<file path="config.mk">
export PLATFORM = sky130hd
export DESIGN_NAME = rtbs_fifo
export DESIGN_NICKNAME = d
export VERILOG_FILES = /design/src/sv/rtbs_pkg.sv /design/src/sv/rtbs_fifo.sv
export SDC_FILE = /design/constraint.sdc
export NUM_CORES = 1
export LEC_CHECK = 0
export ABC_AREA = 1
export BUFFER_PORTS_ARGS = -buffer_cell sky130_fd_sc_hd__buf_4
export CORE_UTILIZATION = 35
export DETAILED_ROUTE_END_ITERATION = 7
export GPL_ROUTABILITY_DRIVEN = 0
export PLACE_DENSITY = 0.56
export SKIP_CTS_REPAIR_TIMING = 1
export SLEW_MARGIN = 20
export SYNTH_ARGS = -nofsm -noshare
export SYNTH_HDL_FRONTEND = slang
export SYNTH_SLANG_ARGS = --single-unit
</file>
<file path="constraint.sdc">
create_clock -name clk -period 10.7 [get_ports clk]
set_input_delay 0 -clock clk [delete_from_list [all_inputs] [get_ports clk]]
set_output_delay 0 -clock clk [all_outputs]
set_load 0.01 [all_outputs]
</file>
<file path="src/sv/rtbs_pkg.sv">
// shared types and constants for the regression tree best split core
`timescale 1ns / 1ps
package rtbs_pkg;

  localparam int SUM_W        = 28;
  localparam int CNT_W        = 13;
  localparam int FEAT_W       = 16;
  localparam int TARG_W       = 16;
  localparam int VAR_W        = 6;
  localparam int SPLIT_W      = 17;
  localparam int SCORE_W      = 64;
  localparam int RAND_W       = 32;
  localparam int CFG_IDX_W    = 1;
  localparam int CFG_DATA_W   = 28;
  localparam int MAX_VARS_DEF = 64;
  localparam int QUEUE_DEPTH  = 4;

  localparam logic [CFG_IDX_W-1:0] CFG_NODE_SUM   = 1'b0;
  localparam logic [CFG_IDX_W-1:0] CFG_NODE_COUNT = 1'b1;

  localparam logic [CNT_W-1:0]  TIE_MAX    = '1;
  localparam logic [SCORE_W-1:0] RAND_FULL = 64'h0000_0000_FFFF_FFFF;

  typedef struct packed {
    logic                     start_search;
    logic                     first_of_var;
    logic [VAR_W-1:0]         var_number;
    logic [FEAT_W-1:0]        feature_value;
    logic signed [TARG_W-1:0] target_value;
    logic                     in_node;
    logic [RAND_W-1:0]        rand_word;
    logic                     last_item;
  } in_item_t;

  typedef struct packed {
    logic               found;
    logic [VAR_W-1:0]   best_var;
    logic [SPLIT_W-1:0] split_twice;
    logic [SCORE_W-1:0] best_score;
  } out_item_t;

  // one queued piece of work for the back end
  typedef struct packed {
    logic                    start;
    logic                    score_ok;
    logic                    last;
    logic signed [SUM_W-1:0] lo_sum;
    logic signed [SUM_W:0]   hi_sum;
    logic [CNT_W-1:0]        n_lo;
    logic [CNT_W-1:0]        n_hi;
    logic [VAR_W-1:0]        var_number;
    logic [SPLIT_W-1:0]      split;
    logic [RAND_W-1:0]       rand_word;
  } job_t;

  typedef struct packed {
    logic done;
    logic busy;
  } div_stat_t;

endpackage

</file>
<file path="src/sv/rtbs_fifo.sv">
// small flip-flop queue between front and back end
`timescale 1ns / 1ps
module rtbs_fifo #(
  parameter int DEPTH = rtbs_pkg::QUEUE_DEPTH
) (
  input  logic             clk,
  input  logic             rst_n,
  input  logic             push,
  input  rtbs_pkg::job_t   push_data,
  input  logic             pop,
  output rtbs_pkg::job_t   pop_data,
  output logic             full,
  output logic             empty
);
  localparam int AW = (DEPTH > 1) ? $clog2(DEPTH) : 1;

  rtbs_pkg::job_t mem_r [DEPTH];
  logic [AW-1:0]  wr_r, wr_nxt, rd_r, rd_nxt;
  logic [AW:0]    cnt_r, cnt_nxt;

  assign full     = (cnt_r == (AW+1)'(DEPTH));
  assign empty    = (cnt_r == '0);
  assign pop_data = mem_r[rd_r];

  always_comb begin
    wr_nxt  = wr_r;
    rd_nxt  = rd_r;
    cnt_nxt = cnt_r;
    if (push) begin
      wr_nxt = (wr_r == AW'(DEPTH-1)) ? '0 : wr_r + 1'b1;
    end
    if (pop) begin
      rd_nxt = (rd_r == AW'(DEPTH-1)) ? '0 : rd_r + 1'b1;
    end
    if (push && !pop) begin
      cnt_nxt = cnt_r + 1'b1;
    end else if (pop && !push) begin
      cnt_nxt = cnt_r - 1'b1;
    end
  end

  always_ff @(posedge clk) begin
    if (!rst_n) begin
      wr_r  <= '0;
      rd_r  <= '0;
      cnt_r <= '0;
    end else begin
      wr_r  <= wr_nxt;
      rd_r  <= rd_nxt;
      cnt_r <= cnt_nxt;
    end
    if (push) begin
      mem_r[wr_r] <= push_data;
    end
  end
endmodule

</file>
==> impl_metrics.yaml <==
run_status:
  status: "finished, final reports clean"
timing:
  hold_violations: 0
  max_freq_mhz: 295
  finalCritPeriodShare: 0.317
  slew_headroom: 0.339
  fin_crit_ns: 3.39
  skew_ns: 0.00696
  rsz0062_at_grt: "no"
  slew_viol_final: 0
  setup_violations: 0
  worstMarginPinSlew_ns: 0.992
  fin_setup_tns_ns: 0
  finalWorstSetupSlack_ns: 7.31
pwr:
  ir_drop_mv: 0.146
  power.total_uw: 5210
  leakage_uw: 0.00957
  p_per_area_nw_per_um2: 190
cts:
  clk_path_buf_depth: 3
  htreeDepth: 2
  cts-buffers-inserted: 59
  cts_sinks: 573
  path_clk_slew_ns: 0.06
  cts_tree: "yes"
  clock_latency_ns: 0.60
  root_buffer: "clkbuf_16"
yosys:
  synth.ff_latch_count: 573
  synth-warning-count: 0
  synth_fp_nets: 1574
  synth_cell_types: 21
  netlist_area_um2: 21200
  ys_seq_area_frac: 0.807
  synth_area_per_cell_um2: 14.9
  syn_inst: 1422
floorplanning:
  die_h_um: 248
  core_area_um2: 59500
  start_util: 0.357
  rows: 89
  pin_count: 288
  die_width_um: 248
  dieArea_um2: 61600
critical_path:
  path_delay_family: "buffers and inverters"
  crit_required_ns: 10.70
  r2r_cells: 4
  critPathKind: "reg -> out"
  cp.depth: 5
  crit_path_end_kind: "primary output"
  r2r-start: "wr_r[0]"
  cp_max_fo: 92
  cp-start-kind: "register"
  crit_path_cell_trace: "buf_4 -> buf_4 -> o21ai_0 -> o22ai_1 -> buf_4"
  crit_slowest_cell: "buf_4"
  crit_top_cell: "buf_4"
  crit_buf_inv: 3
  arrival_ns: 3.39
  rrSetupSlack_ns: 8.39
  cp_slowest_stage_delay_ns: 0.85
grt:
  grt_max_degree: 188
  overflow: 0
  grt_pass1_wl_um: 73700
  grt_pass1_vias: 12574
  track_usage: 0.158
  grt_antenna_before_repair: 4
cells_and_area:
  layout.nets: 1990
  syn_to_final_growth_pct: 29.4
  n_fill_cell: 5297
  layout_common_cells: "edfxtp_1, buf_4, nor2_1"
  layout-drive-gt1-share: 0.214
  multi_input_area_um2: 3580
  seq_area_um2: 17100
  final_cells: 2666
  final_common_cell: "edfxtp_1"
detailed_routing:
  vias: 13033
  drtIter0Drc: 668
  firstDrtPassIters: 4
  wl_um: 50300
  drtAntennaViolNets: 0
  viasPerCell: 4.89
  routedWlPerCell_um: 18.9
  drcViolationCount: 0
place:
  portBuffers: 287
  hpwl_um: 26300
  dp_slack_ns: 7.89
  dp.cells: 2405
worst_hold_path:
  hp-class: "in -> reg"
  min_from: "push_data[120]"
  hold_depth: 2
run:
  cap_violations: 0
==> worst paths after layout <==
path | end
max | pop_data[15]
min | mem_r[1][120]
max reg2reg | mem_r[3][110]
min reg2reg | wr_r[1]
==> layer usage <==
metal	vias to the layer above	track usage	wire, um
met2	280	0.258	24200
met5	-	0	13
met4	2	0.0495	1000
li1	6218	-	-
met3	73	0.0472	3050
met1	6460	0.200	21900
==> state kept, by name (all words and copies together) (netlist names), named ones only <==
register and cells:
wr_r 2, cnt_r 3, mem_r 564, rd_r 2
==> synth_stat cells, drive strengths merged <==
library cell | count | area (um2)
dfxtp | 9 | 180
nand2 | 8 | 30.0
xor2 | 1 | 8.76
inv | 16 | 60.1
fa | 1 | 20.0
o21ai | 285 | 1430
nand4 | 1 | 6.26
ha | 6 | 75.1
o22ai | 141 | 882
edfxtp | 564 | 16900
clkbuf | 37 | 154
nor3 | 4 | 20.0
nor2 | 290 | 1090
buf | 55 | 315
a21oi | 3 | 15.0
nand3 | 1 | 5.00
==> stage by stage <==
stage,hold WS (ns),area (um2),util
floorplan,0.0989,21200,-
global placement,0.201,24000,0.404
detailed placement,0.203,24000,0.404
CTS,-0.456,26000,0.437
global route,0.113,27500,0.462
finish,0.139,27500,0.462
==> area by class of cell <==
class / instances / share of cell area
clock inverters: 42 / 0.0146
diodes: 5 / 0.000456
clock buffers: 69 / 0.0567
multi-input cells: 741 / 0.130
flip-flops and latches: 573 / 0.623
repair buffers: 447 / 0.136
well taps: 773 / 0.0352
inverters: 16 / 0.00337
==> power by group <==
part	internal, uW	leakage (uW)	switching [uW]
sequential	2570	0.00526	24.8
clock	1210	0.000945	843
combinational	237	0.00337	332
==> cell families (layout without fill, tap and decap cells) <==
family,Yosys count,in the layout,share of synthesized area
AO/OA/AOI/OAI,429,429,0.109
XOR/XNOR,1,1,0.000413
adder cells (fa/ha/maj),7,7,0.00448
buffers and inverters,108,574,0.0249
flip-flops,573,573,0.807
other,0,5,0
AND/OR/NAND/NOR,304,304,0.0542
(Power assumes the default switching activity.)
