<file path="src/sv/rtbs_pkg.sv">
// shared types and constants for the regression tree best split core
`timescale 1ns / 1ps
package rtbs_pkg;

  localparam int SUM_W        = 28;
  localparam int CNT_W        = 13;
  localparam int FEAT_W       = 16;
  localparam int TARG_W       = 16;
  localparam int VAR_W        = 6;
  localparam int SPLIT_W      = 17;
  localparam int SCORE_W      = 64;
  localparam int RAND_W       = 32;
  localparam int CFG_IDX_W    = 1;
  localparam int CFG_DATA_W   = 28;
  localparam int MAX_VARS_DEF = 64;
  localparam int QUEUE_DEPTH  = 4;

  localparam logic [CFG_IDX_W-1:0] CFG_NODE_SUM   = 1'b0;
  localparam logic [CFG_IDX_W-1:0] CFG_NODE_COUNT = 1'b1;

  localparam logic [CNT_W-1:0]  TIE_MAX    = '1;
  localparam logic [SCORE_W-1:0] RAND_FULL = 64'h0000_0000_FFFF_FFFF;

  typedef struct packed {
    logic                     start_search;
    logic                     first_of_var;
    logic [VAR_W-1:0]         var_number;
    logic [FEAT_W-1:0]        feature_value;
    logic signed [TARG_W-1:0] target_value;
    logic                     in_node;
    logic [RAND_W-1:0]        rand_word;
    logic                     last_item;
  } in_item_t;

  typedef struct packed {
    logic               found;
    logic [VAR_W-1:0]   best_var;
    logic [SPLIT_W-1:0] split_twice;
    logic [SCORE_W-1:0] best_score;
  } out_item_t;

  // one queued piece of work for the back end
  typedef struct packed {
    logic                    start;
    logic                    score_ok;
    logic                    last;
    logic signed [SUM_W-1:0] lo_sum;
    logic signed [SUM_W:0]   hi_sum;
    logic [CNT_W-1:0]        n_lo;
    logic [CNT_W-1:0]        n_hi;
    logic [VAR_W-1:0]        var_number;
    logic [SPLIT_W-1:0]      split;
    logic [RAND_W-1:0]       rand_word;
  } job_t;

  typedef struct packed {
    logic done;
    logic busy;
  } div_stat_t;

endpackage

</file>
<file path="src/sv/rtbs_div.sv">
// bit-serial restoring divider, 64-bit dividend by 13-bit divisor
`timescale 1ns / 1ps
module rtbs_div (
  input  logic                              clk,
  input  logic                              rst_n,
  input  logic                              start,
  input  logic [rtbs_pkg::SCORE_W-1:0]      dividend,
  input  logic [rtbs_pkg::CNT_W-1:0]        divisor,
  output rtbs_pkg::div_stat_t               stat,
  output logic [rtbs_pkg::SCORE_W-1:0]      quotient
);
  localparam int QW = rtbs_pkg::SCORE_W;
  localparam int DW = rtbs_pkg::CNT_W;
  localparam int CTW = $clog2(QW);

  logic [CTW-1:0] cnt_r;
  logic           busy_r, done_r;
  logic [DW-1:0]  rem_r, dvs_r;
  logic [QW-1:0]  quo_r;
  logic [DW:0]    trial, diff;
  logic           take;

  always_comb begin
    trial = {rem_r, quo_r[QW-1]};
    diff  = trial - {1'b0, dvs_r};
    take  = (trial >= {1'b0, dvs_r});
  end

  assign quotient  = quo_r;
  assign stat.done = done_r;
  assign stat.busy = busy_r;

  always_ff @(posedge clk) begin
    if (!rst_n) begin
      busy_r <= 1'b0;
      done_r <= 1'b0;
      cnt_r  <= '0;
    end else begin
      done_r <= 1'b0;
      if (start && !busy_r) begin
        busy_r <= 1'b1;
        cnt_r  <= '0;
      end else if (busy_r) begin
        cnt_r <= cnt_r + 1'b1;
        if (cnt_r == CTW'(QW-1)) begin
          busy_r <= 1'b0;
          done_r <= 1'b1;
        end
      end
    end
    if (start && !busy_r) begin
      rem_r <= '0;
      dvs_r <= divisor;
      quo_r <= dividend;
    end else if (busy_r) begin
      rem_r <= take ? diff[DW-1:0] : trial[DW-1:0];
      quo_r <= {quo_r[QW-2:0], take};
    end
  end
endmodule

</file>
<file path="src/sv/rtbs_back.sv">
// back end: split scoring, best split tracking and result register
`timescale 1ns / 1ps
module rtbs_back (
  input  logic                 clk,
  input  logic                 rst_n,
  input  logic                 q_empty,
  input  rtbs_pkg::job_t       q_job,
  output logic                 q_pop,
  output logic                 out_valid,
  input  logic                 out_stall,
  output rtbs_pkg::out_item_t  out_data
);
  localparam int QW = rtbs_pkg::SCORE_W;

  typedef enum logic [6:0] {
    S_IDLE   = 7'b0000001,
    S_SQ     = 7'b0000010,
    S_LAUNCH = 7'b0000100,
    S_WAIT   = 7'b0001000,
    S_DECIDE = 7'b0010000,
    S_EMIT   = 7'b0100000,
    S_HOLD   = 7'b1000000
  } state_t;

  typedef enum logic [2:0] {
    PH_LO  = 3'b001,
    PH_HI  = 3'b010,
    PH_TIE = 3'b100
  } phase_t;

  state_t state_r, state_nxt;
  phase_t phase_r, phase_nxt;
  rtbs_pkg::job_t job_r;

  logic [QW-1:0] sq_lo_r, sq_hi_r, score_r, score_nxt;
  logic [QW-1:0] best_score_r, best_score_nxt;
  logic [rtbs_pkg::VAR_W-1:0]   best_var_r, best_var_nxt;
  logic [rtbs_pkg::SPLIT_W-1:0] best_split_r, best_split_nxt;
  logic found_r, found_nxt;
  logic [rtbs_pkg::CNT_W-1:0] tie_r, tie_nxt;
  logic out_valid_r, out_valid_nxt;
  rtbs_pkg::out_item_t out_r;

  logic div_start;
  logic [QW-1:0] div_dvd;
  logic [rtbs_pkg::CNT_W-1:0] div_dvs;
  rtbs_pkg::div_stat_t div_stat;
  logic [QW-1:0] div_q;

  logic [rtbs_pkg::SUM_W-1:0] abs_lo;
  logic [rtbs_pkg::SUM_W:0]   abs_hi;
  logic out_free, load_out;

  rtbs_div u_div (
    .clk      (clk),
    .rst_n    (rst_n),
    .start    (div_start),
    .dividend (div_dvd),
    .divisor  (div_dvs),
    .stat     (div_stat),
    .quotient (div_q)
  );

  assign out_valid = out_valid_r;
  assign out_data  = out_r;
  assign out_free  = !out_valid_r || !out_stall;

  always_comb begin
    abs_lo = job_r.lo_sum[rtbs_pkg::SUM_W-1] ? -job_r.lo_sum : job_r.lo_sum;
    abs_hi = job_r.hi_sum[rtbs_pkg::SUM_W]   ? -job_r.hi_sum : job_r.hi_sum;
  end

  always_comb begin
    unique case (phase_r)
      PH_LO:   begin div_dvd = sq_lo_r;              div_dvs = job_r.n_lo; end
      PH_HI:   begin div_dvd = sq_hi_r;              div_dvs = job_r.n_hi; end
      PH_TIE:  begin div_dvd = rtbs_pkg::RAND_FULL;  div_dvs = tie_r;      end
      default: begin div_dvd = sq_lo_r;              div_dvs = job_r.n_lo; end
    endcase
  end

  always_comb begin
    state_nxt      = state_r;
    phase_nxt      = phase_r;
    score_nxt      = score_r;
    best_score_nxt = best_score_r;
    best_var_nxt   = best_var_r;
    best_split_nxt = best_split_r;
    found_nxt      = found_r;
    tie_nxt        = tie_r;
    q_pop          = 1'b0;
    div_start      = 1'b0;
    load_out       = 1'b0;
    out_valid_nxt  = out_valid_r && out_stall;

    unique case (state_r)
      S_IDLE: begin
        if (!q_empty) begin
          q_pop = 1'b1;
          if (q_job.start) begin
            best_score_nxt = '0;
            best_var_nxt   = '0;
            best_split_nxt = '0;
            found_nxt      = 1'b0;
            tie_nxt        = '0;
          end
          if (q_job.score_ok) begin
            state_nxt = S_SQ;
          end else if (q_job.last) begin
            state_nxt = S_EMIT;
          end
        end
      end
      S_SQ: begin
        phase_nxt = PH_LO;
        state_nxt = S_LAUNCH;
      end
      S_LAUNCH: begin
        div_start = 1'b1;
        state_nxt = S_WAIT;
      end
      S_WAIT: begin
        if (div_stat.done) begin
          unique case (phase_r)
            PH_LO: begin
              score_nxt = (job_r.n_lo == '0) ? '0 : div_q;
              phase_nxt = PH_HI;
              state_nxt = S_LAUNCH;
            end
            PH_HI: begin
              score_nxt = score_r + ((job_r.n_hi == '0) ? '0 : div_q);
              state_nxt = S_DECIDE;
            end
            PH_TIE: begin
              if ({32'd0, job_r.rand_word} < div_q) begin
                best_var_nxt   = job_r.var_number;
                best_split_nxt = job_r.split;
              end
              state_nxt = S_HOLD;
            end
            default: state_nxt = S_HOLD;
          endcase
        end
      end
      S_DECIDE: begin
        state_nxt = S_HOLD;
        if (score_r != '0) begin
          if (found_r && score_r == best_score_r) begin
            if (tie_r != rtbs_pkg::TIE_MAX) begin
              tie_nxt = tie_r + 1'b1;
            end
            phase_nxt = PH_TIE;
            state_nxt = S_LAUNCH;
          end else if (!found_r || score_r > best_score_r) begin
            best_score_nxt = score_r;
            best_var_nxt   = job_r.var_number;
            best_split_nxt = job_r.split;
            tie_nxt        = rtbs_pkg::CNT_W'(1);
            found_nxt      = 1'b1;
          end
        end
      end
      S_HOLD: begin
        state_nxt = job_r.last ? S_EMIT : S_IDLE;
      end
      S_EMIT: begin
        if (out_free) begin
          load_out      = 1'b1;
          out_valid_nxt = 1'b1;
          state_nxt     = S_IDLE;
        end
      end
      default: state_nxt = S_IDLE;
    endcase
  end

  always_ff @(posedge clk) begin
    if (!rst_n) begin
      state_r      <= S_IDLE;
      phase_r      <= PH_LO;
      out_valid_r  <= 1'b0;
      best_score_r <= '0;
      best_var_r   <= '0;
      best_split_r <= '0;
      found_r      <= 1'b0;
      tie_r        <= '0;
    end else begin
      state_r      <= state_nxt;
      phase_r      <= phase_nxt;
      out_valid_r  <= out_valid_nxt;
      best_score_r <= best_score_nxt;
      best_var_r   <= best_var_nxt;
      best_split_r <= best_split_nxt;
      found_r      <= found_nxt;
      tie_r        <= tie_nxt;
    end
    score_r <= score_nxt;
    if (q_pop) begin
      job_r <= q_job;
    end
    if (state_r == S_SQ) begin
      sq_lo_r <= QW'(abs_lo) * QW'(abs_lo);
      sq_hi_r <= QW'(abs_hi) * QW'(abs_hi);
    end
    if (load_out) begin
      out_r.found       <= found_r;
      out_r.best_var    <= best_var_r;
      out_r.split_twice <= best_split_r;
      out_r.best_score  <= best_score_r;
    end
  end

  a_found_tie: assert property (@(posedge clk) disable iff (!rst_n)
    found_r |-> (tie_r != '0))
    else $error("best split held with zero tie count");

  a_clear_when_none: assert property (@(posedge clk) disable iff (!rst_n)
    !found_r |-> (best_score_r == '0 && best_var_r == '0 && best_split_r == '0))
    else $error("best split fields not clear without a split");

  a_div_idle_start: assert property (@(posedge clk) disable iff (!rst_n)
    div_start |-> !div_stat.busy)
    else $error("divider started while busy");

  a_pop_idle: assert property (@(posedge clk) disable iff (!rst_n)
    q_pop |-> (state_r == S_IDLE && !q_empty))
    else $error("queue popped outside idle");
endmodule
</file>
<file path="config.mk">
export PLATFORM = sky130hd
export DESIGN_NAME = rtbs_back
export DESIGN_NICKNAME = d
export VERILOG_FILES = /design/src/sv/rtbs_pkg.sv /design/src/sv/rtbs_div.sv /design/src/sv/rtbs_back.sv
export SDC_FILE = /design/constraint.sdc
export NUM_CORES = 2
export LEC_CHECK = 0
export BUFFER_PORTS_ARGS = -buffer_cell sky130_fd_sc_hd__buf_2
export CORE_MARGIN = 1
export CORE_UTILIZATION = 65
export CTS_CLUSTER_SIZE = 40
export DETAILED_ROUTE_END_ITERATION = 10
export GPL_TIMING_DRIVEN = 0
export HOLD_SLACK_MARGIN = 0.02
export PLACE_DENSITY = 0.83
export RECOVER_POWER = 25
export SYNTH_ARGS = -nofsm -noshare
export SYNTH_HDL_FRONTEND = slang
export SYNTH_SLANG_ARGS = --single-unit
</file>
<file path="constraint.sdc">
create_clock -name clk -period 15.13 [get_ports clk]
set_input_delay 1.513 -clock clk [delete_from_list [all_inputs] [get_ports clk]]
set_output_delay 1.513 -clock clk [all_outputs]
set_load 0.03 [all_outputs]
</file>
==> reports/results.txt <==
Synth Area per Inst: 9.849 um2
row cnt: 124
YS warnings: 0
top post-synthesis cells by area: fa_1, edfxtp_1, ha_1
clock tree buffer depth: 3
Initial Utilization: 0.6564
metal2 WL: 101.7 mm
Final HPWL DP: 178.5 mm
crit path max fanout: 11
pin count of the biggest net entering global routing: 81
per-cell routed wire length: 23.00 um
CP Data Required Time: 15.52 ns
DIE AREA: 117,000 um2
1st-pass router iterations: 10
Post-synth top flop: edfxtp_1
setup repair bufs after CTS: 0
cts repair resizes: 0
MaxCap Viol Count: 3
CP max-delay cell: xor2_1
min Tclk post-route: 12.75 ns
Simple-Gate Fraction of Synth Area: 0.1058
CTS sink count: 613
crit path kind: flip-flop to flip-flop
H-tree depth: 3
first-pass GRT wire length: 338.4 mm
Mapped Cells: 7,631
metal3 WL: 23.45 mm
violated checks: DRC, capacitance limit, slew limit
FILL cells: 8,483
highest metal used: met5
Synth Area in Adders: 0.4396
most frequent cells after synthesis: inv_1, fa_1, nand2_1, ha_1, nor2_1
Syn Std Cell Area: 75,150 um2
placer congestion estimate: 1.038
Metal-1 WL: 80.35 mm
Core Area: 114,500 um2
final worst-path cycle share: 0.8426
Setup Skew: 0.03871 ns
post-synthesis sequential area ratio: 0.2272
gr ovfl total: 0
Clock Latency Late Sink: 0.66 ns
final setup vio count: 0
status: complete, but fails checks
Hold Vio Cnt, Final: 0
initial antenna violation count: 9
Synth Area in XOR/XNOR: 0.03015
ratio of cells with drive above 1 in the final layout: 0.05297
worst path arrival time: 13.14 ns
highest clock rate: 78.44 MHz
IO Port Bufs: 234
CP startpoint kind: flip-flop
Post-synth EDFFs: 480
Post-Route WL: 219.8 mm
root buf cell: clkbuf_16
crit-path max cell delay: 1.13 ns
Post-CTS Hold Buffers: 0
setup TNS: 0 ns
Reg area: 17,080 um2
Max Transition Viols Final: 126
1st-iter DRT viols: 5,737
area occupied by multi-input gates: 50,570 um2
Synth async-reset ratio: 0
Total GRT Usage: 0.3842
Rel. slew slack: -1.818
Die Span Y: 342.0 um
Seq cells post-synth: 613
final net count: 10,020
post-route ant nets: 0
Synth Area in Compound Gates: 0.08842
Reg clk slew, reported paths: 0.06 ns
largest family of logic cells by synthesized area: adder cells
DR vias: 57,373
vias in the first global route: 60,633
post-synth top area cell: fa_1
RSZ-0062 raised after global routing: no
area grow syn2layout: 7.876%
drt via density: 6.002
worst-margin pin slew: 4.227 ns
# IOs: 235
worst hold path class: flip-flop to flip-flop
library cells used by synthesis: 94
Inserted Clock Buffers: 67
Crit. End Element: flip-flop
residual DRC count: 138
most frequent cell after synthesis: inv_1
CP most frequent cell: fa_1
Synth top area share: 0.3351
die width: 342.0 um
mux contribution to synthesized area: 0.005644
TritonCTS clock tree: built
## path summary, 6_finish.rpt
path | startpoint | to | slack, ns | depth (start not counted)
worst max-delay path | job_r[110] | sq_lo_r[53] | 2.38 | 31
worst max register to register | job_r[110] | sq_lo_r[53] | 2.38 | 31
worst min register to register | best_split_r[14] | out_data[78] | 0.43 | 0
worst min-delay path | best_split_r[14] | out_data[78] | 0.43 | 0
## layout make-up
cell class,count,area share
multi-input combinational,5006,0.6237
sequential,613,0.2106
inverter,1806,0.08363
tap,1512,0.02333
clock buffer,86,0.02283
timing repair buffer,248,0.01724
buffer,247,0.01185
clock inverter,37,0.006636
antenna,4,0.0001235
## state kept, by name (all words and copies together), names as in the netlist, 13 cells and up
register,count
job_r,139
u_div.quotient,64
tie_r,13
sq_lo_r,55
u_div.dvs_r,13
sq_hi_r,57
score_r,64
best_score_r,64
out_data,88
u_div.rem_r,13
best_split_r,17
## worst max-delay path, delay by kind of cell (launching register included)
family / cells / cell delay [ns]
fa+ha+maj: 9 / 4.30
buf+inv: 8 / 3.30
compound gates: 5 / 1.63
simple gates: 7 / 1.49
xor+xnor: 2 / 1.27
flops: 1 / 0.47
## metal layers
metal	track usage	up-vias
met5	0	-
met4	0.2094	8
met3	0.08478	831
met2	0.6185	3255
met1	0.4858	28476
li1	-	24803
## cell families after synthesis
kind of cell,Yosys count
other cells,2
fa+ha+maj,1886
compound gates,991
flops,613
mux,42
simple gates,1790
xor+xnor,254
buf+inv,2053
## per-stage QoR
step | setup slack, ns | util | area (um2) | cells | hold WS [ns]
after detailed placement | 2.606 | 0.6875 | 78710 | 9432 | 0.4146
after global placement | 0.3251 | 0.6845 | 78370 | 9418 | 0.4126
final | 2.381 | 0.7081 | 81070 | 9559 | 0.4348
after global routing | 1.957 | 0.7080 | 81060 | 9555 | 0.4417
after floorplan | 5.245 | - | 75310 | 7672 | 0.4081
after CTS | 2.578 | 0.7083 | 81100 | 9555 | 0.4354
## layout by cell type, fill, tap and decap left out, drive strengths merged, types with 133 or more instances in the layout
cell and count:
inv 1795, fa 1258, nand2 783, ha 628, nor2 531, edfxtp 480
clkbuf 307, buf 273, a21oi 233, o21ai 200, a21o 160, xnor2 138
dfxtp 133
Power is not shown: default switching activity piles up to over one toggle a cycle in this logic, so the estimate is an artifact.
