<file path="config.mk">
export PLATFORM = sky130hd
export DESIGN_NAME = rtbs_front
export DESIGN_NICKNAME = d
export VERILOG_FILES = /design/src/sv/rtbs_pkg.sv /design/src/sv/rtbs_front.sv
export SDC_FILE = /design/constraint.sdc
export NUM_CORES = 1
export LEC_CHECK = 0
export BUFFER_PORTS_ARGS = -buffer_cell sky130_fd_sc_hd__buf_2
export CORE_UTILIZATION = 54
export CTS_CLUSTER_SIZE = 16
export DETAILED_ROUTE_END_ITERATION = 6
export MAX_ROUTING_LAYER = met4
export PLACE_DENSITY = 0.81
export SLEW_MARGIN = 30
export SYNTH_ARGS = -nofsm -noshare
export SYNTH_HDL_FRONTEND = slang
export SYNTH_SLANG_ARGS = --single-unit
</file>
<file path="constraint.sdc">
create_clock -name clk -period 11.53 [get_ports clk]
set_clock_uncertainty 0.05 [all_clocks]
set_input_delay 2.8825 -clock clk [delete_from_list [all_inputs] [get_ports clk]]
set_output_delay 2.8825 -clock clk [all_outputs]
set_load 0.03 [all_outputs]
</file>
<file path="src/sv/rtbs_pkg.sv">
// shared types and constants for the regression tree best split core
`timescale 1ns / 1ps
package rtbs_pkg;

  localparam int SUM_W        = 28;
  localparam int CNT_W        = 13;
  localparam int FEAT_W       = 16;
  localparam int TARG_W       = 16;
  localparam int VAR_W        = 6;
  localparam int SPLIT_W      = 17;
  localparam int SCORE_W      = 64;
  localparam int RAND_W       = 32;
  localparam int CFG_IDX_W    = 1;
  localparam int CFG_DATA_W   = 28;
  localparam int MAX_VARS_DEF = 64;
  localparam int QUEUE_DEPTH  = 4;

  localparam logic [CFG_IDX_W-1:0] CFG_NODE_SUM   = 1'b0;
  localparam logic [CFG_IDX_W-1:0] CFG_NODE_COUNT = 1'b1;

  localparam logic [CNT_W-1:0]  TIE_MAX    = '1;
  localparam logic [SCORE_W-1:0] RAND_FULL = 64'h0000_0000_FFFF_FFFF;

  typedef struct packed {
    logic                     start_search;
    logic                     first_of_var;
    logic [VAR_W-1:0]         var_number;
    logic [FEAT_W-1:0]        feature_value;
    logic signed [TARG_W-1:0] target_value;
    logic                     in_node;
    logic [RAND_W-1:0]        rand_word;
    logic                     last_item;
  } in_item_t;

  typedef struct packed {
    logic               found;
    logic [VAR_W-1:0]   best_var;
    logic [SPLIT_W-1:0] split_twice;
    logic [SCORE_W-1:0] best_score;
  } out_item_t;

  // one queued piece of work for the back end
  typedef struct packed {
    logic                    start;
    logic                    score_ok;
    logic                    last;
    logic signed [SUM_W-1:0] lo_sum;
    logic signed [SUM_W:0]   hi_sum;
    logic [CNT_W-1:0]        n_lo;
    logic [CNT_W-1:0]        n_hi;
    logic [VAR_W-1:0]        var_number;
    logic [SPLIT_W-1:0]      split;
    logic [RAND_W-1:0]       rand_word;
  } job_t;

  typedef struct packed {
    logic done;
    logic busy;
  } div_stat_t;

endpackage

</file>
<file path="src/sv/rtbs_front.sv">
// front end: config registers, rolling column sums and split candidates
`timescale 1ns / 1ps
module rtbs_front #(
  parameter int MAX_VARS = rtbs_pkg::MAX_VARS_DEF
) (
  input  logic                                clk,
  input  logic                                rst_n,
  input  logic                                in_valid,
  output logic                                in_stall,
  input  rtbs_pkg::in_item_t                  in_data,
  input  logic                                cfg_valid,
  output logic                                cfg_ready,
  input  logic [rtbs_pkg::CFG_IDX_W-1:0]      cfg_index,
  input  logic [rtbs_pkg::CFG_DATA_W-1:0]     cfg_data,
  input  logic                                q_full,
  output logic                                q_push,
  output rtbs_pkg::job_t                      q_job
);
  localparam int SW = rtbs_pkg::SUM_W;
  localparam int CW = rtbs_pkg::CNT_W;

  logic [SW-1:0] nts_r;
  logic [CW-1:0] ncnt_r;
  logic [SW-1:0] moved_sum_r, moved_sum_nxt;
  logic [CW-1:0] moved_count_r, moved_count_nxt;
  logic [rtbs_pkg::FEAT_W-1:0] prev_feat_r, prev_feat_nxt;
  logic [rtbs_pkg::TARG_W-1:0] prev_targ_r, prev_targ_nxt;
  logic have_prev_r, have_prev_nxt;

  logic accept, restart, row, score_ok;
  logic [SW-1:0] ms, ms_new;
  logic [CW-1:0] mc, mc_new;
  logic hp;

  assign cfg_ready = 1'b1;
  assign in_stall  = q_full;
  assign accept    = in_valid && !q_full;

  always_comb begin
    restart = in_data.start_search || in_data.first_of_var;
    ms      = restart ? '0 : moved_sum_r;
    mc      = restart ? '0 : moved_count_r;
    hp      = restart ? 1'b0 : have_prev_r;
    row     = in_data.in_node && (32'(in_data.var_number) < 32'(MAX_VARS));
    ms_new  = ms + {{(SW-rtbs_pkg::TARG_W){prev_targ_r[rtbs_pkg::TARG_W-1]}}, prev_targ_r};
    mc_new  = mc + 1'b1;
    score_ok = row && hp && (in_data.feature_value != prev_feat_r);

    moved_sum_nxt   = ms;
    moved_count_nxt = mc;
    prev_feat_nxt   = restart ? '0 : prev_feat_r;
    prev_targ_nxt   = restart ? '0 : prev_targ_r;
    have_prev_nxt   = hp;
    if (row) begin
      if (hp) begin
        moved_sum_nxt   = ms_new;
        moved_count_nxt = mc_new;
      end
      prev_feat_nxt = in_data.feature_value;
      prev_targ_nxt = in_data.target_value;
      have_prev_nxt = 1'b1;
    end

    q_job.start      = in_data.start_search;
    q_job.score_ok   = score_ok;
    q_job.last       = in_data.last_item;
    q_job.lo_sum     = ms_new;
    q_job.hi_sum     = $signed({nts_r[SW-1], nts_r}) - $signed({ms_new[SW-1], ms_new});
    q_job.n_lo       = mc_new;
    q_job.n_hi       = (ncnt_r > mc_new) ? ncnt_r - mc_new : '0;
    q_job.var_number = in_data.var_number;
    q_job.split      = {1'b0, prev_feat_r} + {1'b0, in_data.feature_value};
    q_job.rand_word  = in_data.rand_word;
    q_push = accept && (in_data.start_search || score_ok || in_data.last_item);
  end

  always_ff @(posedge clk) begin
    if (!rst_n) begin
      nts_r         <= '0;
      ncnt_r        <= '0;
      moved_sum_r   <= '0;
      moved_count_r <= '0;
      prev_feat_r   <= '0;
      prev_targ_r   <= '0;
      have_prev_r   <= 1'b0;
    end else begin
      if (cfg_valid && cfg_ready) begin
        unique case (cfg_index)
          rtbs_pkg::CFG_NODE_SUM:   nts_r  <= cfg_data;
          rtbs_pkg::CFG_NODE_COUNT: ncnt_r <= cfg_data[CW-1:0];
          default: ;
        endcase
      end
      if (accept) begin
        moved_sum_r   <= moved_sum_nxt;
        moved_count_r <= moved_count_nxt;
        prev_feat_r   <= prev_feat_nxt;
        prev_targ_r   <= prev_targ_nxt;
        have_prev_r   <= have_prev_nxt;
      end
    end
  end
endmodule

</file>
==> run_results.csv, run 1 <==
group,metric,value,unit
outcome,status,"finished clean",
critical_path,path_buf_inv,3,
synth,async_flop_share,0,%
power,p_leak,4.70,nW
route,drt_iter0_drc,531,
cts,cts.sinks,115,
synth,synth_nets,1338,
finish,mostFrequentLayoutCells,"174 x buf_2, 141 x nand2_1, 115 x dfxtp_1",
synth,synth_warnings,0,
sta,finalMaxSlewViolations,0,
placement,postPlaceCellArea,9870,um^2
synth,synth_edf_count,0,
global_route,grt_pass1_wl,38.5,mm
synth,synthFlopType,"dfxtp_1",
cts,max-clock-path-buffers,2,
synth,yosysSeqAreaShare,25.2,%
global_route,antenna_found_initial,1,
sta,rsz0062_at_grt,"no",
sta,fmaxAchievable,89.2,MHz
run,max-cap-violations,0,
cts,h-tree-depth,4,
finish,final_area,10600,um^2
placement,portBuffers,174,
critical_path,cp_slowest_cell,"or4_1",
cts,clk-insertion-delay-late,410,ps
route,wl_met3,1.39,mm
finish,final_common_cell,"buf_2",
route,wl_met2,11.4,mm
floorplanning,die_y,132,um
global_route,grt_pass1_vias,7940,
route,vias,8484,
floorplanning,die_area,17400,um^2
critical_path,required,8600,ps
floorplanning,core.rowCount,47,
sta,final.min_clock_period,11210,ps
floorplanning,start_util,55.2,%
finish,syn_to_final_growth,16.1,%
finish,drive_above_1_share,19.9,%
power,powerDensity,131,nW/um^2
finish,fin_nets,1454,
route,detail_route.wirelength.met1,10.7,mm
synth,yosys_register_bits,115,
synth,avgSynthCellArea,7.91,um^2
sta,maxSlewHeadroom,38.8,%
synth,synth_cell_types,76,
route,wl,24.0,mm
critical_path,start_kind,"primary input",
power,peakVddDrop,0.000108,V
finish,final_cell_count_no_fill,1505,
critical_path,cp-end-kind,"output port",
synth,syn_inst,1154,
critical_path,slowest_delay,500,ps
route,vias_per_cell,5.64,
global_route,grt_start_max_net_pins,117,
floorplanning,io_pins,252,
sta,finalSetupViolCount,0,
critical_path,crit_family,"compound AO/OA/AOI/OAI gates",
placement,routabilityCongestion,0.917,
sta,setup_tns,0,ps
critical_path,worstPathMaxFanout,5,
cts,cts-root-buf,"clkbuf_16",
sta,hold_viol_final,0,
critical_path,critPathArrivalTime,8280,ps
global_route,grt_use_total,28.1,%
cts,cts_tree,"built",
critical_path,crit_type,"in -> out",
global_route,grt_overflow,0,
sta,hold_slack,413,ps
cts,path_clk_slew,50,ps
synth,synth_area,9120,um^2
route,first_pass_iters,7,
route,wl_per_cell,15.9,um
floorplanning,die_x,132,um
floorplanning,coreArea,16500,um^2
placement,dp_hpwl,17.6,mm
min_path,hp-class,"reg -> reg",
route,postRouteAntennaNets,0,
cts,numCtsBuffers,17,
sta,worst_pin_slew,918,ps
route,routed.top_layer,"met4",
placement,dp.cells,1469,
sta,post-route-period-util,97.2,%
route,drc,0,
-- synth_stat cells, types with 6 or more instances --
cell	count	area share, %
dfxtp_1	115	25
xnor2_1	47	4.5
ha_1	72	9.9
a22oi_1	69	5.7
nand3_1	15	0.82
nor2_1	49	2.0
nand4_1	8	0.55
a21boi_0	51	4.2
nand2_1	141	5.8
o21ai_0	34	1.9
buf_2	6	0.33
a21oi_1	53	2.9
clkbuf_1	42	1.7
a21o_1	23	1.9
nor2b_1	86	5.9
inv_1	72	3.0
buf_4	43	3.5
xor2_1	27	2.6
o21a_1	12	0.99
o211ai_1	7	0.58
nand2b_1	11	0.75
a31oi_1	6	0.41
o21ai_1	6	0.33
nor3_1	18	0.99
maj3_1	8	0.88
and2_1	38	2.6
-- stage by stage --
stage / total power, W / util, % / worst slack (ps)
finish: 0.00139 / 64.1 / 321
global route: 0.00145 / 64.1 / 38.1
CTS: 0.00139 / 63.7 / 117
detailed placement: 0.000807 / 59.7 / 133
global placement: 0.000802 / 59.7 / 312
floorplan: 0.000728 / - / 154
-- sequential cells by signal, indices dropped and copies added (netlist names) --
| name | flops |
|---|---|
| moved_count_r | 13 |
| moved_sum_r | 28 |
| nts_r | 28 |
| have_prev_r | 1 |
| prev_feat_r | 16 |
| ncnt_r | 13 |
| prev_targ_r | 16 |
-- per-layer routing --
metal	GRT usage (%)	up-vias
met5	-	-
met4	10.3	0
met3	5.04	34
met2	45.6	263
met1	34.8	3995
li1	-	4192
-- final cells by class --
type,count,area (um^2)
tap,220,275
multi-input combinational,873,6080
inverter,73,274
clock buffer,22,474
antenna,2,5.00
clock inverter,10,178
sequential,115,2300
fill,1447,5930
timing repair buffer,190,1010
-- worst min-delay path, cell delays in order (launching register included) --
cell	delay, ps
dfxtp_1	300
nand2_1	40
a21boi_0	60
-- what timing repair did --
item | 4_1_cts | 5_1_grt
endpoints found under the setup margin | 0 | 6
buffers inserted | 0 | 1
resized for setup | 0 | 9
hold buffers | 0 | 0
-- report_power, final --
group / total, W / internal (W) / switching [W]
Sequential: 0.000418 / 0.000408 / 0.00000958
Combinational: 0.000388 / 0.000138 / 0.000250
Clock: 0.000586 / 0.000399 / 0.000187
-- kinds of logic (layout without fill, tap and decap cells) --
| logic type | Yosys count | count (layout) | share of synthesized area (%) |
|---|---|---|---|
| multiplexers | 2 | 2 | 0.233 |
| XOR/XNOR | 80 | 80 | 8.46 |
| other | 1 | 3 | 0.0411 |
| buffers and inverters | 166 | 295 | 8.68 |
| adder cells (fa/ha/maj) | 88 | 88 | 12.1 |
| AND/OR/NAND/NOR | 395 | 395 | 21.7 |
| AO/OA/AOI/OAI | 307 | 307 | 23.6 |
| flip-flops | 115 | 115 | 25.2 |
-- path summary, 6_finish.rpt --
check	startpoint	cells past startpoint	slack, ps	endpoint
worst max-delay path	in_data[73]	25	320	q_job[108]
worst max register to register	prev_targ_r[15]	15	7650	moved_sum_r[27]
worst min-delay path	nts_r[0]	2	410	nts_r[0]
worst min register to register	nts_r[0]	2	410	nts_r[0]
(Power assumes the default switching activity.)
==> run 2, diff against run 1 <==
--- a/config.mk
+++ b/config.mk
@@ -6,11 +6,14 @@
 export NUM_CORES = 1
 export LEC_CHECK = 0
 export BUFFER_PORTS_ARGS = -buffer_cell sky130_fd_sc_hd__buf_2
-export CORE_UTILIZATION = 54
+export CELL_PAD_IN_SITES_DETAIL_PLACEMENT = 0
+export CELL_PAD_IN_SITES_GLOBAL_PLACEMENT = 1
+export CORE_UTILIZATION = 40
+export CTS_BUF_LIST = sky130_fd_sc_hd__clkbuf_8
 export CTS_CLUSTER_SIZE = 16
 export DETAILED_ROUTE_END_ITERATION = 6
 export MAX_ROUTING_LAYER = met4
-export PLACE_DENSITY = 0.81
+export PLACE_DENSITY = 0.83
 export SLEW_MARGIN = 30
 export SYNTH_ARGS = -nofsm -noshare
 export SYNTH_HDL_FRONTEND = slang
==> run 2 against run 1 <==
Effect of this change:
- final cell count is 3.6% higher
- critical path depth shrank 2
- sequential power about the same
- critical path type unchanged
==> run_results.csv, run 2 (synthesis results as in run 1) <==
group,metric,value,unit
power,powerDensity,115,nW/um^2
outcome,status,"finished clean",
sta,hold_viol_final,0,
sta,finalMaxSlewViolations,0,
sta,hold_slack,419,ps
critical_path,rrSetupSlack,7350,ps
critical_path,r2r-start,"prev_targ_r[15]",
global_route,grt_overflow,0,
sta,final.min_clock_period,11220,ps
floorplanning,coreArea,22100,um^2
floorplanning,die_x,153,um
cts,cts_tree,"built",
sta,fmaxAchievable,89.1,MHz
floorplanning,start_util,41.3,%
route,wl_per_cell,15.7,um
placement,dp_hpwl,18.4,mm
critical_path,ff2ff_path_depth,15,
finish,syn_to_final_growth,13.4,%
finish,fin_nets,1450,
finish,diodes,0,
cts,max-clock-path-buffers,2,
cts,numCtsBuffers,17,
cts,cts_setup_buffers,0,
critical_path,crit_type,"in -> out",
placement,routabilityCongestion,0.896,
sta,maxSlewHeadroom,45.2,%
critical_path,worstPathMaxFanout,5,
sta,setup_tns,0,ps
floorplanning,die_area,23400,um^2
global_route,grt_pass1_vias,7584,
finish,num-fill-cells,2219,
route,drt_iter0_drc,506,
finish,mostFrequentLayoutCells,"174 x buf_2, 141 x nand2_1, 115 x dfxtp_1",
sta,post-route-period-util,97.3,%
critical_path,required,8600,ps
floorplanning,die_y,153,um
power,peakVddDrop,0.0000599,V
critical_path,critPathArrivalTime,8290,ps
critical_path,start_kind,"primary input",
critical_path,cp-end-kind,"output port",
cts,h-tree-depth,4,
sta,worst_pin_slew,822,ps
route,wl,24.5,mm
route,drc,0,
critical_path,endpoint,"q_job[109]",
critical_path,path_common_cell,"maj3_2",
global_route,grt_pass1_wl,38.6,mm
cts,clk-insertion-delay-late,440,ps
route,first_pass_iters,5,
finish,multiInputGateArea,6060,um^2
placement,portBuffers,174,
cts,cts.sinks,115,
finish,register_area,2300,um^2
global_route,grt_start_max_net_pins,117,
min_path,hp-class,"reg -> reg",
power,p_leak,4.55,nW
critical_path,cp_slowest_cell,"fa_1",
run,max-cap-violations,0,
finish,top_regs,"moved_sum_r x28, nts_r x28",
cts,path_clk_slew,70,ps
route,vias_per_cell,5.28,
cts,cts-root-buf,"clkbuf_8",
sta,finalSetupViolCount,0,
route,postRouteAntennaNets,0,
route,vias,8233,
finish,final_common_cell,"buf_2",
floorplanning,core.rowCount,54,
critical_path,worstPathCellList,"buf_2, nor2_4, and2_1, ha_1, fa_1, a21o_1, a21oi_1, xnor2_1, inv_1, ha_1, nor2b_1, o31ai_1, a21oi_1, maj3_1, a41o_1, o2111ai_1, o211ai_2, maj3_2, maj3_2, maj3_2, a31oi_2, a31o_1, buf_2",
critical_path,r2r_end,"moved_sum_r[27]",
global_route,grt_use_total,21.2,%
critical_path,slowest_delay,420,ps
finish,drive_above_1_share,19.1,%
critical_path,cp-startpoint,"in_data[73]",
floorplanning,io_pins,252,
global_route,antenna_found_initial,0,
-- run 2: how the worst min path moves through the flow --
| stage | cells past startpoint | end | from |
|---|---|---|---|
| finish | 2 | ncnt_r[0] | ncnt_r[0] |
| global route | 2 | nts_r[10] | nts_r[10] |
| CTS | 2 | ncnt_r[0] | ncnt_r[0] |
| detailed placement | 2 | ncnt_r[0] | ncnt_r[0] |
| global placement | 2 | nts_r[0] | nts_r[0] |
| floorplan | 2 | nts_r[0] | nts_r[0] |
-- run 2: repair_timing --
| action | 4_1_cts | 5_1_grt |
|---|---|---|
| hold buffers | 0 | 0 |
| resized for setup | 0 | 5 |
| endpoints found under the setup margin | 0 | 5 |
-- run 2: area by class of cell --
| type | instances | share of cell area, % |
|---|---|---|
| clock buffers | 18 | 2.39 |
| clock inverters | 14 | 1.44 |
| inverters | 73 | 2.65 |
| multi-input cells | 873 | 58.5 |
| flip-flops and latches | 115 | 22.2 |
| well taps | 280 | 3.38 |
| repair buffers | 186 | 9.36 |
-- run 2: layer usage --
| layer | track usage (%) | up-vias | routed length (um) |
|---|---|---|---|
| met1 | 27.7 | 3819 | 12000 |
| met4 | 7.41 | 0 | 433 |
| li1 | - | 4190 | - |
| met5 | - | - | 0 |
| met3 | 4.00 | 26 | 1140 |
| met2 | 32.7 | 198 | 11000 |
-- run 2: worst max-delay path: cells and delay by family --
family	cells	cell delay, ps
buffers and inverters	3	410
xor gates and xnor gates	1	200
AOI/OAI and AO/OA	9	2020
adders and majority gates	7	2400
and+or+nand+nor	3	370
-- run 2: per-stage QoR --
stage / total power, W / utilization [%] / instance area, um^2 / worst slack [ps] / cells
6_report: 0.00119 / 46.8 / 10300 / 306 / 1559
5_1_grt: 0.00125 / 46.8 / 10300 / -4.15 / 1559
4_1_cts: 0.00120 / 46.8 / 10300 / 263 / 1559
3_5_place_dp: 0.000812 / 45.0 / 9930 / 278 / 1527
3_3_place_gp: 0.000810 / 44.9 / 9930 / 387 / 1527
2_1_floorplan: 0.000728 / - / 9120 / 154 / 1154
-- run 2: where the power goes --
group          internal (W)  total (W)  leakage [nW]  switching (W)
Sequential         0.000407   0.000416         0.933     0.00000921
Combinational      0.000136   0.000388          3.41       0.000252
Clock              0.000214   0.000388         0.207       0.000173
Total              0.000758    0.00119          4.55       0.000434
==> run 3, diff against run 2 <==
--- a/config.mk
+++ b/config.mk
@@ -5,15 +5,16 @@
 export SDC_FILE = /design/constraint.sdc
 export NUM_CORES = 1
 export LEC_CHECK = 0
-export BUFFER_PORTS_ARGS = -buffer_cell sky130_fd_sc_hd__buf_2
 export CELL_PAD_IN_SITES_DETAIL_PLACEMENT = 0
 export CELL_PAD_IN_SITES_GLOBAL_PLACEMENT = 1
-export CORE_UTILIZATION = 40
+export CORE_UTILIZATION = 48
 export CTS_BUF_LIST = sky130_fd_sc_hd__clkbuf_8
 export CTS_CLUSTER_SIZE = 16
 export DETAILED_ROUTE_END_ITERATION = 6
+export DONT_BUFFER_PORTS = 1
+export GPL_ROUTABILITY_DRIVEN = 1
 export MAX_ROUTING_LAYER = met4
-export PLACE_DENSITY = 0.83
+export PLACE_DENSITY = 0.82
 export SLEW_MARGIN = 30
 export SYNTH_ARGS = -nofsm -noshare
 export SYNTH_HDL_FRONTEND = slang
==> run 3 against run 2 <==
Effect of this change:
- first-iteration DRC count is 31% lower
- wire length is 7.2% lower
- flip-flop and latch count stayed put
- non-clock buffer count fell by 137
- critical path depth rose by 3
- register-to-register slack lost 70 ps
- fmax rose by 0.44%
- global-route usage is 3.1 points higher
- total power rose by 1.7%
- via count fell by 6.6%
- largest power group is now the clock network
==> run_results.csv, run 3 (synthesis results as in run 1) <==
group,metric,value,unit
outcome,status,"finished clean",
sta,setup_tns,0,ps
floorplanning,die_y,140,um
cts,holdBufCountCts,0,
finish,mostFrequentLayoutCells,"141 x nand2_1, 115 x dfxtp_1, 85 x nor2b_1",
sta,maxSlewHeadroom,37.5,%
placement,dp_hpwl,17.4,mm
cts,h-tree-depth,4,
route,wl_per_cell,16.5,um
sta,timing.final.ws_setup,355,ps
placement,pre_cts_ws,358,ps
route,wl,22.8,mm
global_route,grt_overflow,0,
global_route,grt_use_total,24.4,%
power,p_leak,4.01,nW
critical_path,cp-end-kind,"output port",
finish,final_cell_count_no_fill,1376,
route,drc,0,
route,vias,7693,
sta,post-route-period-util,96.9,%
power,peakVddDrop,0.0000715,V
critical_path,crit_type,"in -> out",
floorplanning,io_pins,252,
critical_path,critPathArrivalTime,8240,ps
sta,rsz0062_at_grt,"no",
route,first_pass_iters,7,
finish,post-route-util,52.4,%
global_route,grt_pass1_vias,7156,
critical_path,rrSetupSlack,7280,ps
finish,final_area,9780,um^2
floorplanning,coreArea,18600,um^2
placement,routabilityCongestion,0.910,
finish,final_common_cell,"nand2_1",
sta,final.min_clock_period,11180,ps
cts,path_clk_slew,70,ps
floorplanning,die_area,19600,um^2
global_route,grt_start_max_net_pins,117,
sta,hold_viol_final,0,
route,drt_iter0_drc,350,
finish,syn_to_final_growth,7.17,%
placement,postPlaceCellArea,9320,um^2
sta,worst_pin_slew,931,ps
cts,cts-root-buf,"clkbuf_8",
run,max-cap-violations,0,
floorplanning,start_util,48.9,%
route,vias_per_cell,5.59,
cts,cts.sinks,115,
cts,max-clock-path-buffers,2,
finish,num-fill-cells,1832,
finish,top_regs,"moved_sum_r x28, nts_r x28",
sta,finalSetupViolCount,0,
finish,diodes,0,
finish,drive_above_1_share,9.72,%
placement,dp.cells,1344,
cts,cts_tree,"built",
sta,finalMaxSlewViolations,0,
critical_path,worstPathMaxFanout,17,
global_route,antenna_found_initial,0,
critical_path,required,8600,ps
floorplanning,die_x,140,um
power,powerDensity,124,nW/um^2
sta,fmaxAchievable,89.5,MHz
global_route,grt_pass1_wl,37.0,mm
placement,portBuffers,0,
finish,fin_nets,1313,
floorplanning,core.rowCount,50,
cts,clk-insertion-delay-late,450,ps
cts,numCtsBuffers,17,
route,postRouteAntennaNets,0,
critical_path,start_kind,"primary input",
min_path,hp-class,"reg -> reg",
run 3: where the power goes:
group          total [W]  internal, W  leakage, nW  switching (W)
logic           0.000364     0.000132         2.84       0.000232
registers       0.000417     0.000407        0.933     0.00000941
clock network   0.000431     0.000256        0.232       0.000176
total            0.00121     0.000795         4.01       0.000417
run 3: timing repair:
item	CTS	global route
gates resized for setup	0	4
setup buffers	0	0
endpoints found under the setup margin	0	1
run 3: worst paths after layout:
path / depth (start not counted) / end / from
worst max-delay path: 26 / q_job[109] / in_data[72]
worst min-delay path: 2 / nts_r[0] / nts_r[0]
worst max register to register: 16 / moved_sum_r[27] / prev_targ_r[15]
worst min register to register: 2 / nts_r[0] / nts_r[0]
run 3: worst max-delay path, cell delays in order:
cell and delay, ps:
nor2_2 200, buf_6 190, and2_1 130, ha_1 270
o21a_1 240, a21oi_2 240, nor2b_1 80, o21ai_0 150
nand2b_1 70, a21oi_1 170, xnor2_1 170, inv_1 70
ha_1 330, o21a_1 200, nor2_1 100, a21oi_1 80
maj3_1 410, a41o_1 260, o2111ai_1 230, o211ai_2 160
maj3_2 340, maj3_2 340, maj3_2 330, a31oi_2 230
a31o_1 230, buf_12 130
run 3: final cells by class:
cell class	count	area, um^2	share of cell area [%]
Clock inverter	15	215	2.20
Clock buffer	17	234	2.39
Tap cell	234	293	2.99
Sequential cell	115	2300	23.5
Timing Repair Buffer	49	397	4.06
Multi-Input combinational cell	873	6060	62.0
Inverter	73	274	2.80
run 3: through the flow:
stage	power, W	hold WS, ps
floorplan	0.000728	393
global placement	0.000788	403
detailed placement	0.000790	414
CTS	0.00122	424
global route	0.00127	451
finish	0.00121	419
run 3: routing by layer:
layer  global-route usage (%)  part of all wire (%)  wire length [um]
met1                     31.6                    48             10900
met2                     36.8                    44              9950
met3                     6.16                   6.5              1490
met4                     8.10                   1.8               410
met5                        -                     0                 0
